==> config.mk <==
export PLATFORM = sky130hd
export DESIGN_NAME = sparse_polynomial_term_table
export DESIGN_NICKNAME = d
export VERILOG_FILES = /design/src/hdl/spt_pkg.sv /design/src/hdl/spt_ctrl.sv /design/src/hdl/spt_dp.sv /design/src/hdl/sparse_polynomial_term_table.sv
export SDC_FILE = /design/constraint.sdc
export NUM_CORES = 2
export LEC_CHECK = 0
export ABC_AREA = 1
export ABC_CLOCK_PERIOD_IN_PS = 11200
export BUFFER_PORTS_ARGS = -buffer_cell sky130_fd_sc_hd__buf_4
export CORE_ASPECT_RATIO = 2
export CORE_MARGIN = 2
export CORE_UTILIZATION = 65
export CTS_BUF_LIST = sky130_fd_sc_hd__clkbuf_8 sky130_fd_sc_hd__clkbuf_16
export CTS_CLUSTER_DIAMETER = 60
export CTS_CLUSTER_SIZE = 12
export DETAILED_ROUTE_END_ITERATION = 7
export PLACE_DENSITY = 0.78
export RECOVER_POWER = 100
export SYNTH_ARGS = -nofsm -noshare
export SYNTH_HDL_FRONTEND = slang
export SYNTH_SLANG_ARGS = --single-unit
==> constraint.sdc <==
create_clock -name clk -period 11.2 [get_ports clk]
set_clock_uncertainty 0.05 [all_clocks]
set_input_delay 2.24 -clock clk [delete_from_list [all_inputs] [get_ports clk]]
set_output_delay 2.24 -clock clk [all_outputs]
set_load 0.01 [all_outputs]
==> src/hdl/spt_pkg.sv <==
// ----------------------------------------------------------------------------
// spt_pkg: shared definitions for the sparse polynomial term table
// Table size, field widths, operation and status codes, and the command and
// status bundles that join the controller to the datapath.
// ----------------------------------------------------------------------------
package spt_pkg;

  localparam int MAX_TERMS = 16;
  localparam int IDX_W     = $clog2(MAX_TERMS);
  localparam int CNT_W     = $clog2(MAX_TERMS + 1);
  localparam int POS_W     = (CNT_W > 5) ? CNT_W : 5;
  localparam int EXP_W     = 10;
  localparam int COEF_W    = 32;
  localparam int GRP_SIZE  = 4;
  localparam int NUM_GRP   = (MAX_TERMS + GRP_SIZE - 1) / GRP_SIZE;

  localparam logic [2:0] MODE_ADD    = 3'd0;
  localparam logic [2:0] MODE_SUB    = 3'd1;
  localparam logic [2:0] MODE_PROD   = 3'd2;
  localparam logic [2:0] MODE_SET    = 3'd3;
  localparam logic [2:0] MODE_RD_EXP = 3'd4;
  localparam logic [2:0] MODE_RD_POS = 3'd5;

  localparam logic [2:0] STAT_OK        = 3'd0;
  localparam logic [2:0] STAT_FULL      = 3'd1;
  localparam logic [2:0] STAT_NOT_FOUND = 3'd2;
  localparam logic [2:0] STAT_EMPTY     = 3'd3;
  localparam logic [2:0] STAT_EXP_OVF   = 3'd4;

  typedef struct packed {
    logic load_in;
    logic look;
    logic exec;
    logic deg;
    logic load_out;
  } cmd_t;

  typedef struct packed {
    logic out_free;
  } sts_t;

endpackage

==> src/hdl/spt_ctrl.sv <==
// ----------------------------------------------------------------------------
// spt_ctrl: operation sequencer
// Steps each item through lookup, execute, degree and result load.
// ----------------------------------------------------------------------------
module spt_ctrl (
  input  logic          clk,
  input  logic          rst,
  input  logic          in_valid,
  output logic          in_ready,
  input  spt_pkg::sts_t sts,
  output spt_pkg::cmd_t cmd
);

  localparam logic [2:0] S_IDLE = 3'd0;
  localparam logic [2:0] S_LOOK = 3'd1;
  localparam logic [2:0] S_EXEC = 3'd2;
  localparam logic [2:0] S_DEG  = 3'd3;
  localparam logic [2:0] S_DONE = 3'd4;

  logic [2:0] state;
  logic [2:0] state_next;

  always_ff @(posedge clk) begin
    if (rst) begin
      state <= S_IDLE;
    end else begin
      state <= state_next;
    end
  end

  always_comb begin
    state_next = state;
    cmd        = '0;
    in_ready   = 1'b0;
    case (state)
      S_IDLE: begin
        in_ready = 1'b1;
        if (in_valid) begin
          cmd.load_in = 1'b1;
          state_next  = S_LOOK;
        end
      end
      S_LOOK: begin
        cmd.look   = 1'b1;
        state_next = S_EXEC;
      end
      S_EXEC: begin
        cmd.exec   = 1'b1;
        state_next = S_DEG;
      end
      S_DEG: begin
        cmd.deg    = 1'b1;
        state_next = S_DONE;
      end
      S_DONE: begin
        // hold until the result register is free
        if (sts.out_free) begin
          cmd.load_out = 1'b1;
          state_next   = S_IDLE;
        end
      end
      default: begin
        state_next = S_IDLE;
      end
    endcase
  end

endmodule

==> src/hdl/spt_dp.sv <==
// ----------------------------------------------------------------------------
// spt_dp: term table datapath
// Term registers, parallel exponent match, saturating accumulate, removal
// with compaction, two-level degree tree and the result register.
// ----------------------------------------------------------------------------
module spt_dp (
  input  logic                             clk,
  input  logic                             rst,
  input  spt_pkg::cmd_t                    cmd,
  output spt_pkg::sts_t                    sts,
  input  logic [2:0]                       mode,
  input  logic signed [15:0]               coef_a,
  input  logic [9:0]                       exp_a,
  input  logic signed [15:0]               coef_b,
  input  logic [9:0]                       exp_b,
  input  logic [4:0]                       position,
  output logic                             out_valid,
  input  logic                             out_ready,
  output logic signed [31:0]               coefficient,
  output logic [9:0]                       exponent,
  output logic [4:0]                       term_count,
  output logic [9:0]                       degree,
  output logic [2:0]                       status
);

  localparam int MAXT = spt_pkg::MAX_TERMS;
  localparam int IW   = spt_pkg::IDX_W;
  localparam int CW   = spt_pkg::CNT_W;
  localparam int PW   = spt_pkg::POS_W;
  localparam int EW   = spt_pkg::EXP_W;
  localparam int KW   = spt_pkg::COEF_W;
  localparam int GS   = spt_pkg::GRP_SIZE;
  localparam int NG   = spt_pkg::NUM_GRP;

  // term table, index 0 oldest
  logic signed [KW-1:0] tcoef [MAXT];
  logic [EW-1:0]        texp  [MAXT];
  logic [CW-1:0]        count;

  // latched item
  logic [2:0]           op_mode;
  logic signed [15:0]   op_ca;
  logic [EW-1:0]        op_ea;
  logic signed [15:0]   op_cb;
  logic [EW-1:0]        op_eb;
  logic [4:0]           op_pos;

  // lookup results
  logic signed [KW-1:0] delta;
  logic [EW-1:0]        key;
  logic                 key_ovf;
  logic                 hit;
  logic [IW-1:0]        hit_idx;
  logic signed [KW-1:0] rd_coef;
  logic [EW-1:0]        rd_exp;
  logic                 pos_ok;

  // execute results
  logic signed [KW-1:0] res_coef;
  logic [EW-1:0]        res_exp;
  logic [2:0]           res_status;

  logic [EW-1:0]        deg_grp [NG];

  // ---------------- lookup ----------------
  logic [EW:0]          key_sum;
  logic [EW:0]          key_c;
  logic [MAXT-1:0]      match_vec;
  logic                 hit_c;
  logic [IW-1:0]        hit_idx_c;
  logic [PW-1:0]        pos_ext;
  logic [PW-1:0]        cnt_ext;
  logic [PW-1:0]        pos_k;
  logic [IW-1:0]        rd_idx;
  logic signed [KW-1:0] ca_ext;
  logic signed [KW-1:0] prod;
  logic signed [KW-1:0] delta_c;

  assign key_sum = {1'b0, op_ea} + {1'b0, op_eb};
  assign key_c   = (op_mode == spt_pkg::MODE_PROD) ? key_sum : {1'b0, op_ea};
  assign ca_ext  = {{(KW-16){op_ca[15]}}, op_ca};
  assign prod    = op_ca * op_cb;
  assign pos_ext = PW'(op_pos);
  assign cnt_ext = PW'(count);
  assign pos_k   = cnt_ext - pos_ext;

  always_comb begin
    hit_c     = 1'b0;
    hit_idx_c = '0;
    for (int i = 0; i < MAXT; i++) begin
      match_vec[i] = (CW'(i) < count) && (texp[i] == key_c[EW-1:0]);
    end
    for (int i = MAXT - 1; i >= 0; i--) begin
      if (match_vec[i]) begin
        hit_c     = 1'b1;
        hit_idx_c = IW'(i);
      end
    end
  end

  assign rd_idx = (op_mode == spt_pkg::MODE_RD_POS) ? pos_k[IW-1:0] : hit_idx_c;

  always_comb begin
    case (op_mode)
      spt_pkg::MODE_SUB:  delta_c = -ca_ext;
      spt_pkg::MODE_PROD: delta_c = prod;
      default:            delta_c = ca_ext;
    endcase
  end

  // ---------------- execute ----------------
  logic signed [KW:0]   sum;
  logic signed [KW-1:0] sat_c;
  logic                 wr_en;
  logic                 app_en;
  logic                 rm_en;
  logic [IW-1:0]        wr_idx;
  logic signed [KW-1:0] wr_coef;
  logic signed [KW-1:0] res_coef_c;
  logic [EW-1:0]        res_exp_c;
  logic [2:0]           res_status_c;
  logic                 full;

  assign sum  = {delta[KW-1], delta} + {rd_coef[KW-1], rd_coef};
  assign full = (count >= CW'(MAXT));

  always_comb begin
    if (sum[KW] != sum[KW-1]) begin
      sat_c = sum[KW] ? {1'b1, {(KW-1){1'b0}}} : {1'b0, {(KW-1){1'b1}}};
    end else begin
      sat_c = sum[KW-1:0];
    end
  end

  always_comb begin
    wr_en        = 1'b0;
    app_en       = 1'b0;
    rm_en        = 1'b0;
    wr_idx       = hit_idx;
    wr_coef      = sat_c;
    res_coef_c   = '0;
    res_exp_c    = '0;
    res_status_c = spt_pkg::STAT_OK;
    case (op_mode)
      spt_pkg::MODE_ADD, spt_pkg::MODE_SUB, spt_pkg::MODE_PROD: begin
        if (key_ovf) begin
          res_status_c = spt_pkg::STAT_EXP_OVF;
        end else begin
          res_exp_c = key;
          if (hit) begin
            if (sat_c == '0) begin
              rm_en = 1'b1;
            end else begin
              wr_en      = 1'b1;
              res_coef_c = sat_c;
            end
          end else if (delta == '0) begin
            res_status_c = spt_pkg::STAT_OK;
          end else if (full) begin
            res_status_c = spt_pkg::STAT_FULL;
          end else begin
            wr_en      = 1'b1;
            app_en     = 1'b1;
            wr_idx     = count[IW-1:0];
            wr_coef    = delta;
            res_coef_c = delta;
          end
        end
      end
      spt_pkg::MODE_SET: begin
        res_exp_c = key;
        wr_coef   = ca_ext;
        if (!hit) begin
          res_status_c = spt_pkg::STAT_NOT_FOUND;
        end else if (op_ca == '0) begin
          rm_en = 1'b1;
        end else begin
          wr_en      = 1'b1;
          res_coef_c = ca_ext;
        end
      end
      spt_pkg::MODE_RD_EXP: begin
        res_exp_c = key;
        if (!hit) begin
          res_status_c = spt_pkg::STAT_NOT_FOUND;
        end else begin
          res_coef_c = rd_coef;
        end
      end
      spt_pkg::MODE_RD_POS: begin
        if (count == '0) begin
          res_status_c = spt_pkg::STAT_EMPTY;
        end else if (!pos_ok) begin
          res_status_c = spt_pkg::STAT_NOT_FOUND;
        end else begin
          res_coef_c = rd_coef;
          res_exp_c  = rd_exp;
        end
      end
      default: begin
        res_status_c = spt_pkg::STAT_OK;
      end
    endcase
  end

  // ---------------- degree tree ----------------
  logic [EW-1:0] grp_max [NG];
  logic [EW-1:0] deg_c;

  // group maximum computed with a running value so that later taps compare
  // against earlier ones inside the same group
  always_comb begin
    for (int g = 0; g < NG; g++) begin
      grp_max[g] = '0;
      for (int j = 0; j < GS; j++) begin
        if ((g * GS + j < MAXT) && (CW'(g * GS + j) < count)) begin
          if (texp[(g * GS + j) % MAXT] > grp_max[g]) begin
            grp_max[g] = texp[(g * GS + j) % MAXT];
          end
        end
      end
    end
  end

  always_comb begin
    deg_c = '0;
    for (int g = 0; g < NG; g++) begin
      if (deg_grp[g] > deg_c) deg_c = deg_grp[g];
    end
  end

  // ---------------- registers ----------------
  always_ff @(posedge clk) begin
    if (cmd.load_in) begin
      op_mode <= mode;
      op_ca   <= coef_a;
      op_ea   <= exp_a;
      op_cb   <= coef_b;
      op_eb   <= exp_b;
      op_pos  <= position;
    end
    if (cmd.look) begin
      delta   <= delta_c;
      key     <= key_c[EW-1:0];
      key_ovf <= (op_mode == spt_pkg::MODE_PROD) && key_c[EW];
      hit     <= hit_c;
      hit_idx <= hit_idx_c;
      rd_coef <= tcoef[rd_idx];
      rd_exp  <= texp[rd_idx];
      pos_ok  <= (pos_ext != '0) && (pos_ext <= cnt_ext);
    end
    if (cmd.exec) begin
      res_coef   <= res_coef_c;
      res_exp    <= res_exp_c;
      res_status <= res_status_c;
      if (rm_en) begin
        // close the gap: younger terms move down one place
        for (int i = 0; i < MAXT - 1; i++) begin
          if (IW'(i) >= hit_idx) begin
            tcoef[i] <= tcoef[i+1];
            texp[i]  <= texp[i+1];
          end
        end
      end
      if (wr_en) begin
        tcoef[wr_idx] <= wr_coef;
        texp[wr_idx]  <= key;
      end
    end
    if (cmd.deg) begin
      for (int g = 0; g < NG; g++) begin
        deg_grp[g] <= grp_max[g];
      end
    end
    if (cmd.load_out) begin
      coefficient <= res_coef;
      exponent    <= res_exp;
      term_count  <= 5'(count);
      degree      <= deg_c;
      status      <= res_status;
    end
  end

  always_ff @(posedge clk) begin
    if (rst) begin
      count     <= '0;
      out_valid <= 1'b0;
    end else begin
      if (cmd.exec) begin
        if (rm_en) begin
          count <= count - CW'(1);
        end else if (app_en) begin
          count <= count + CW'(1);
        end
      end
      if (cmd.load_out) begin
        out_valid <= 1'b1;
      end else if (out_ready) begin
        out_valid <= 1'b0;
      end
    end
  end

  assign sts.out_free = !out_valid || out_ready;

endmodule

==> src/hdl/sparse_polynomial_term_table.sv <==
// ----------------------------------------------------------------------------
// sparse_polynomial_term_table: bounded table of polynomial terms
// Stores up to MAX_TERMS (coefficient, exponent) terms in insertion order and
// runs one add, subtract, product-add, set or read operation per item.
// ----------------------------------------------------------------------------
// Usage:
//   Input channel (in_valid/in_ready) carries one operation per item: mode,
//   coef_a, exp_a, coef_b, exp_b and position. Output channel
//   (out_valid/out_ready) returns exactly one result item per input item:
//   coefficient, exponent, term_count, degree and status.
//   The result is registered after lookup, execute, degree group stage and
//   result load, in that order. A new item is taken only after the last one
//   leaves the done state; in_ready is high only while the sequencer is idle.
//   Lookup compares all stored exponents in parallel; the degree is a
//   two-level maximum tree with one register level between the levels.
//   The result register frees the input side: a new item is accepted while
//   an earlier result still waits. When the receiver stalls, the finished
//   item waits in the sequencer's done state until the result register drains.
//   Reset (rst, synchronous) empties the table and drops any pending result;
//   term storage is not cleared, only the count, since unused entries are
//   never read.
// ----------------------------------------------------------------------------
module sparse_polynomial_term_table (
  input  logic               clk,
  input  logic               rst,
  input  logic               in_valid,
  output logic               in_ready,
  input  logic [2:0]         mode,
  input  logic signed [15:0] coef_a,
  input  logic [9:0]         exp_a,
  input  logic signed [15:0] coef_b,
  input  logic [9:0]         exp_b,
  input  logic [4:0]         position,
  output logic               out_valid,
  input  logic               out_ready,
  output logic signed [31:0] coefficient,
  output logic [9:0]         exponent,
  output logic [4:0]         term_count,
  output logic [9:0]         degree,
  output logic [2:0]         status
);

  spt_pkg::cmd_t cmd;
  spt_pkg::sts_t sts;

  // sequence each item through the datapath
  spt_ctrl u_ctrl (
    .clk      (clk),
    .rst      (rst),
    .in_valid (in_valid),
    .in_ready (in_ready),
    .sts      (sts),
    .cmd      (cmd)
  );

  // hold the table and compute the result
  spt_dp u_dp (
    .clk         (clk),
    .rst         (rst),
    .cmd         (cmd),
    .sts         (sts),
    .mode        (mode),
    .coef_a      (coef_a),
    .exp_a       (exp_a),
    .coef_b      (coef_b),
    .exp_b       (exp_b),
    .position    (position),
    .out_valid   (out_valid),
    .out_ready   (out_ready),
    .coefficient (coefficient),
    .exponent    (exponent),
    .term_count  (term_count),
    .degree      (degree),
    .status      (status)
  );

  // an accepted item blocks the input until its result is loaded
  a_one_in_flight: assert property (@(posedge clk) disable iff (rst)
    (in_valid && in_ready) |=> !in_ready)
    else $error("input accepted while an item is in flight");

  // an empty table reports degree zero
  a_empty_degree: assert property (@(posedge clk) disable iff (rst)
    (out_valid && term_count == '0) |-> (degree == '0))
    else $error("nonzero degree with empty table");

  // empty-table status carries no term
  a_empty_status: assert property (@(posedge clk) disable iff (rst)
    (out_valid && status == spt_pkg::STAT_EMPTY) |->
      (term_count == '0 && coefficient == '0 && exponent == '0))
    else $error("empty status with stored terms or a term value");

  // a full report only comes with the table at its limit
  a_full_count: assert property (@(posedge clk) disable iff (rst)
    (out_valid && status == spt_pkg::STAT_FULL) |->
      (term_count == 5'(spt_pkg::MAX_TERMS) && coefficient == '0))
    else $error("full status below table capacity");

endmodule
==> PnR_summary.wiki <==
{| class="wikitable"
! Metric !! Value
|-
| Routed wire length || 263,000 microns
|-
| Sequential cell area || 29,200 sq um
|-
| X dimension of the die || 233 microns
|-
| Vert. Die Dim || 463 microns
|-
| FILL cells || 8,740
|-
| Initial DRC Count || 8,070
|-
| Final #Nets || 8,683
|-
| Standard cell with the maximum stage delay on the critical path || sky130_fd_sc_hd__nand3_1
|-
| Most prevalent standard cell on the critical path || sky130_fd_sc_hd__nand2_1
|-
| Highest net fanout along the worst path || 29
|-
| Resized Gates After CTS || 0
|-
| Dominant register cell in the synthesized netlist || sky130_fd_sc_hd__edfxtp_1
|-
| Slew at the pin closest to its max-slew limit || 4140 ps
|-
| Cell depth of the worst flop-to-flop path || 28
|-
| Count of different cell masters after synthesis || 70
|-
| Data required, critical path || 11,570 ps
|-
| Area of the placeable core || 105,000 sq um
|-
| Cell area power density || 268 nW/um^2
|-
| Setup TNS || 0 ps
|-
| Placed Instance Area || 69,800 sq um
|-
| Router iterations before antenna repair || 7
|-
| Initial antenna violation count || 14
|-
| Number of global-route vias before repair || 62,000
|-
| Netlist Area Pre-Place || 68,400 sq um
|-
| Setup repair after global routing missed its margin || false
|-
| Period Utilization, post-route || 0.929
|-
| Critical path's largest stage delay || 1470 ps
|-
| Run status || finished with violations
|-
| Total via count after detailed routing || 62,000
|-
| Initial Util || 0.654
|-
| Number of input and output port buffers inserted || 125
|-
| Detailed placer's ending HPWL || 183,000 microns
|-
| Footprint of the multi-input gates || 32,400 sq um
|-
| VDD IR max || 0.887 mV
|-
| Count of pins on the block boundary || 126
|-
| Drt via density || 6.55
|-
| Post-CTS setup buffer count || 0
|-
| Final critical-path required period || 10,410 ps
|-
| Net count after synthesis || 8,827
|-
| Number of violations of the max-capacitance limit || 37
|-
| Clock tree root buffer cell || sky130_fd_sc_hd__clkbuf_16
|-
| Overall die area || 108,000 sq um
|-
| Tightest slew margin relative to the limit || -1.76
|-
| Clock buffer depth || 3
|-
| Maximum number of pins on one net before global-route repair || 114
|-
| Number of synthesized flops with an enable pin || 968
|-
| Gate count after technology mapping || 8,212
|-
| Gr usage total || 0.493
|-
| H-tree levels || 3
|-
| Mapped Avg Cell Area || 8.33 sq um
|-
| Final Wtd Congestion || 1.07
|-
| Row count || 168
|-
| Reg clk slew, reported paths || 60 ps
|-
| Quantity of hold-fixing buffers added after cts || 0
|-
| Violations in the final reports || max-capacitance violations, max-slew violations
|-
| Async S/R FF share, synth || 0
|-
| Worst setup SP type || flop
|-
| Post-synthesis sequential element count || 977
|-
| Number of sinks handled by clock tree synthesis || 977
|-
| Layout cell share with drive strength beyond 1 || 0.0450
|-
| Share of the yosys chip area belonging to registers || 0.427
|-
| Highest clock rate || 96.1 MHz
|-
| Final Hold Vio Count || 0
|-
| Cell area after layout || 71,800 sq um
|-
| Detailed-route wire length per cell || 27.8 microns
|-
| Startpoint-to-endpoint class of the critical path || flop to flop
|-
| TritonCTS Buffers || 93
|-
| Total setup violations reported at the end of the flow || 0
|-
| Overall overflow remaining after global route || 0
|-
| Global-route wire length before repair || 386,000 microns
|-
| Clock latency reported for the late side of the worst-skew pair || 730 ps
|-
| Kind of end point of the critical path || flop
|-
| Hold WC Path Type || flop to flop
|-
| Number of instances on the worst hold path || 0
|-
| Final-report max-slew violation count || 1,223
|-
| Remaining antenna violation count after routing || 0
|-
| Leakage dissipation || 0.0330 uW
|-
| Area added between synthesis and finish || 4.93%
|-
| Data arrival, critical path || 10,780 ps
|-
| Synth warn || 0
|-
| TritonCTS clock tree || yes
|-
| Detailed-route DRC error count || 0
|}
==> routing by layer <==
metal | routed length, microns | track usage | vias up
li1 | - | - | 26900
met1 | 73200 | 0.465 | 28800
met2 | 123000 | 0.796 | 4472
met3 | 27800 | 0.145 | 1851
met4 | 38400 | 0.558 | 10
met5 | 99 | 0 | -
==> synthesized netlist by cell type, types with 16 or more instances <==
cell type                  number  area share
sky130_fd_sc_hd__nand3_1      945       0.069
sky130_fd_sc_hd__or2_2         17      0.0016
sky130_fd_sc_hd__ha_1         286       0.052
sky130_fd_sc_hd__a31oi_1       16      0.0015
sky130_fd_sc_hd__buf_1         18     0.00099
sky130_fd_sc_hd__nor4_1        23      0.0021
sky130_fd_sc_hd__buf_6         42      0.0069
sky130_fd_sc_hd__a21oi_1      220       0.016
sky130_fd_sc_hd__buf_2        123      0.0090
sky130_fd_sc_hd__nor3_1        31      0.0023
sky130_fd_sc_hd__edfxtp_1     968        0.42
sky130_fd_sc_hd__fa_1         265       0.078
sky130_fd_sc_hd__nor2_1       215       0.012
sky130_fd_sc_hd__nand2_2       30      0.0027
sky130_fd_sc_hd__o21ai_0      732       0.054
sky130_fd_sc_hd__o21ai_1      231       0.017
sky130_fd_sc_hd__o22ai_1       47      0.0043
sky130_fd_sc_hd__xor2_1        79       0.010
sky130_fd_sc_hd__buf_4         77      0.0084
sky130_fd_sc_hd__inv_1       1106       0.061
sky130_fd_sc_hd__inv_2         18     0.00099
sky130_fd_sc_hd__nand2_1     2225        0.12
sky130_fd_sc_hd__o211ai_1      44      0.0048
sky130_fd_sc_hd__nand4_1       51      0.0047
sky130_fd_sc_hd__clkbuf_1     236       0.013
==> final timing paths <==
kind                                              to  slack, ps               from
worst max register to register      u_dp.tcoef[4][1]        790     u_dp.delta[13]
worst max-delay path                u_dp.tcoef[4][1]        790     u_dp.delta[13]
worst min-delay path            u_dp.coefficient[19]        370  u_dp.res_coef[19]
worst min register to register  u_dp.coefficient[19]        370  u_dp.res_coef[19]
==> layout make-up <==
type                       count  area share
multi-input combinational   5602       0.451
sequential                   977       0.407
inverter                    1132      0.0593
clock buffer                  95      0.0331
tap                         1360      0.0237
timing repair buffer         262      0.0226
clock inverter                29     0.00214
antenna                       11    0.000383
==> critical path: cells and delay by family (launching register included) <==
family / cells / cell delay, ps
flip-flops: 1 / 450
AND/OR/NAND/NOR: 16 / 5890
adder cells (fa/ha/maj): 2 / 720
AO/OA/AOI/OAI: 3 / 850
buffers and inverters: 6 / 1840
XOR/XNOR: 1 / 210
==> through the flow <==
step,utilization,setup WS [ps],total power [uW],instances,hold WS [ps]
after detailed placement,0.667,2440,15700,9332,355
after floorplan,-,2550,11600,8212,350
after global routing,0.686,869,20200,9458,376
after global placement,0.667,2420,15500,9332,353
final,0.686,792,19200,9468,367
after CTS,0.691,2380,18600,9456,368
==> sequential cells by signal, summed over array words and instances (netlist names), 4 cells and up <==
signal            flops
u_dp.op_ea           10
u_dp.texp           160
u_dp.coefficient     32
u_dp.op_cb           16
u_dp.res_coef        32
u_dp.op_eb           10
u_dp.exponent        10
u_dp.hit_idx          4
u_dp.op_ca           16
u_dp.rd_coef         32
u_dp.degree          10
u_dp.op_pos           5
u_dp.delta           32
u_dp.rd_exp          10
u_dp.term_count       5
u_dp.cnt_ext          5
u_dp.deg_grp         40
u_dp.tcoef          512
u_dp.key             10
u_dp.res_exp         10
==> kinds of logic after synthesis <==
group | count (synthesis) | share of synthesized area
xor gates and xnor gates | 89 | 0.0115
muxes | 6 | 0.000878
and+or+nand+nor | 3572 | 0.221
adders and majority gates | 551 | 0.130
buffers and inverters | 1633 | 0.101
DFF | 977 | 0.427
AOI/OAI and AO/OA | 1384 | 0.109
==> power by group <==
group          switching (uW)  internal, uW  total (uW)
Combinational            8450          3470       11900
Sequential                129          4220        4350
Clock                    1420          1520        2940
Total                   10000          9210       19200
==> cell usage in the layout, fill, tap and decap left out, types with 7 or more instances in the layout <==
master	instances
sky130_fd_sc_hd__a2111oi_0	7
sky130_fd_sc_hd__xor2_1	79
sky130_fd_sc_hd__nand3_1	945
sky130_fd_sc_hd__clkbuf_2	12
sky130_fd_sc_hd__a221oi_1	13
sky130_fd_sc_hd__dfxtp_1	9
sky130_fd_sc_hd__fa_1	265
sky130_fd_sc_hd__ha_1	286
sky130_fd_sc_hd__o2111ai_1	12
sky130_fd_sc_hd__nor3_1	30
sky130_fd_sc_hd__o211ai_1	44
sky130_fd_sc_hd__inv_2	15
sky130_fd_sc_hd__o21ai_1	31
sky130_fd_sc_hd__nand2_4	8
sky130_fd_sc_hd__edfxtp_1	968
sky130_fd_sc_hd__nand2_2	12
sky130_fd_sc_hd__clkbuf_1	90
sky130_fd_sc_hd__inv_1	1128
sky130_fd_sc_hd__a21oi_1	220
sky130_fd_sc_hd__clkbuf_4	62
sky130_fd_sc_hd__clkbuf_16	95
sky130_fd_sc_hd__clkinv_1	7
sky130_fd_sc_hd__nand2_1	2235
sky130_fd_sc_hd__xnor2_1	9
sky130_fd_sc_hd__a31oi_1	16
sky130_fd_sc_hd__diode_2	11
sky130_fd_sc_hd__nor2_1	213
sky130_fd_sc_hd__o22ai_1	47
sky130_fd_sc_hd__o21ai_0	927
sky130_fd_sc_hd__or2_2	16
sky130_fd_sc_hd__nor4_1	23
sky130_fd_sc_hd__nand4_1	51
sky130_fd_sc_hd__o221ai_1	13
sky130_fd_sc_hd__buf_4	96
Power figures use the tool's default switching activity.
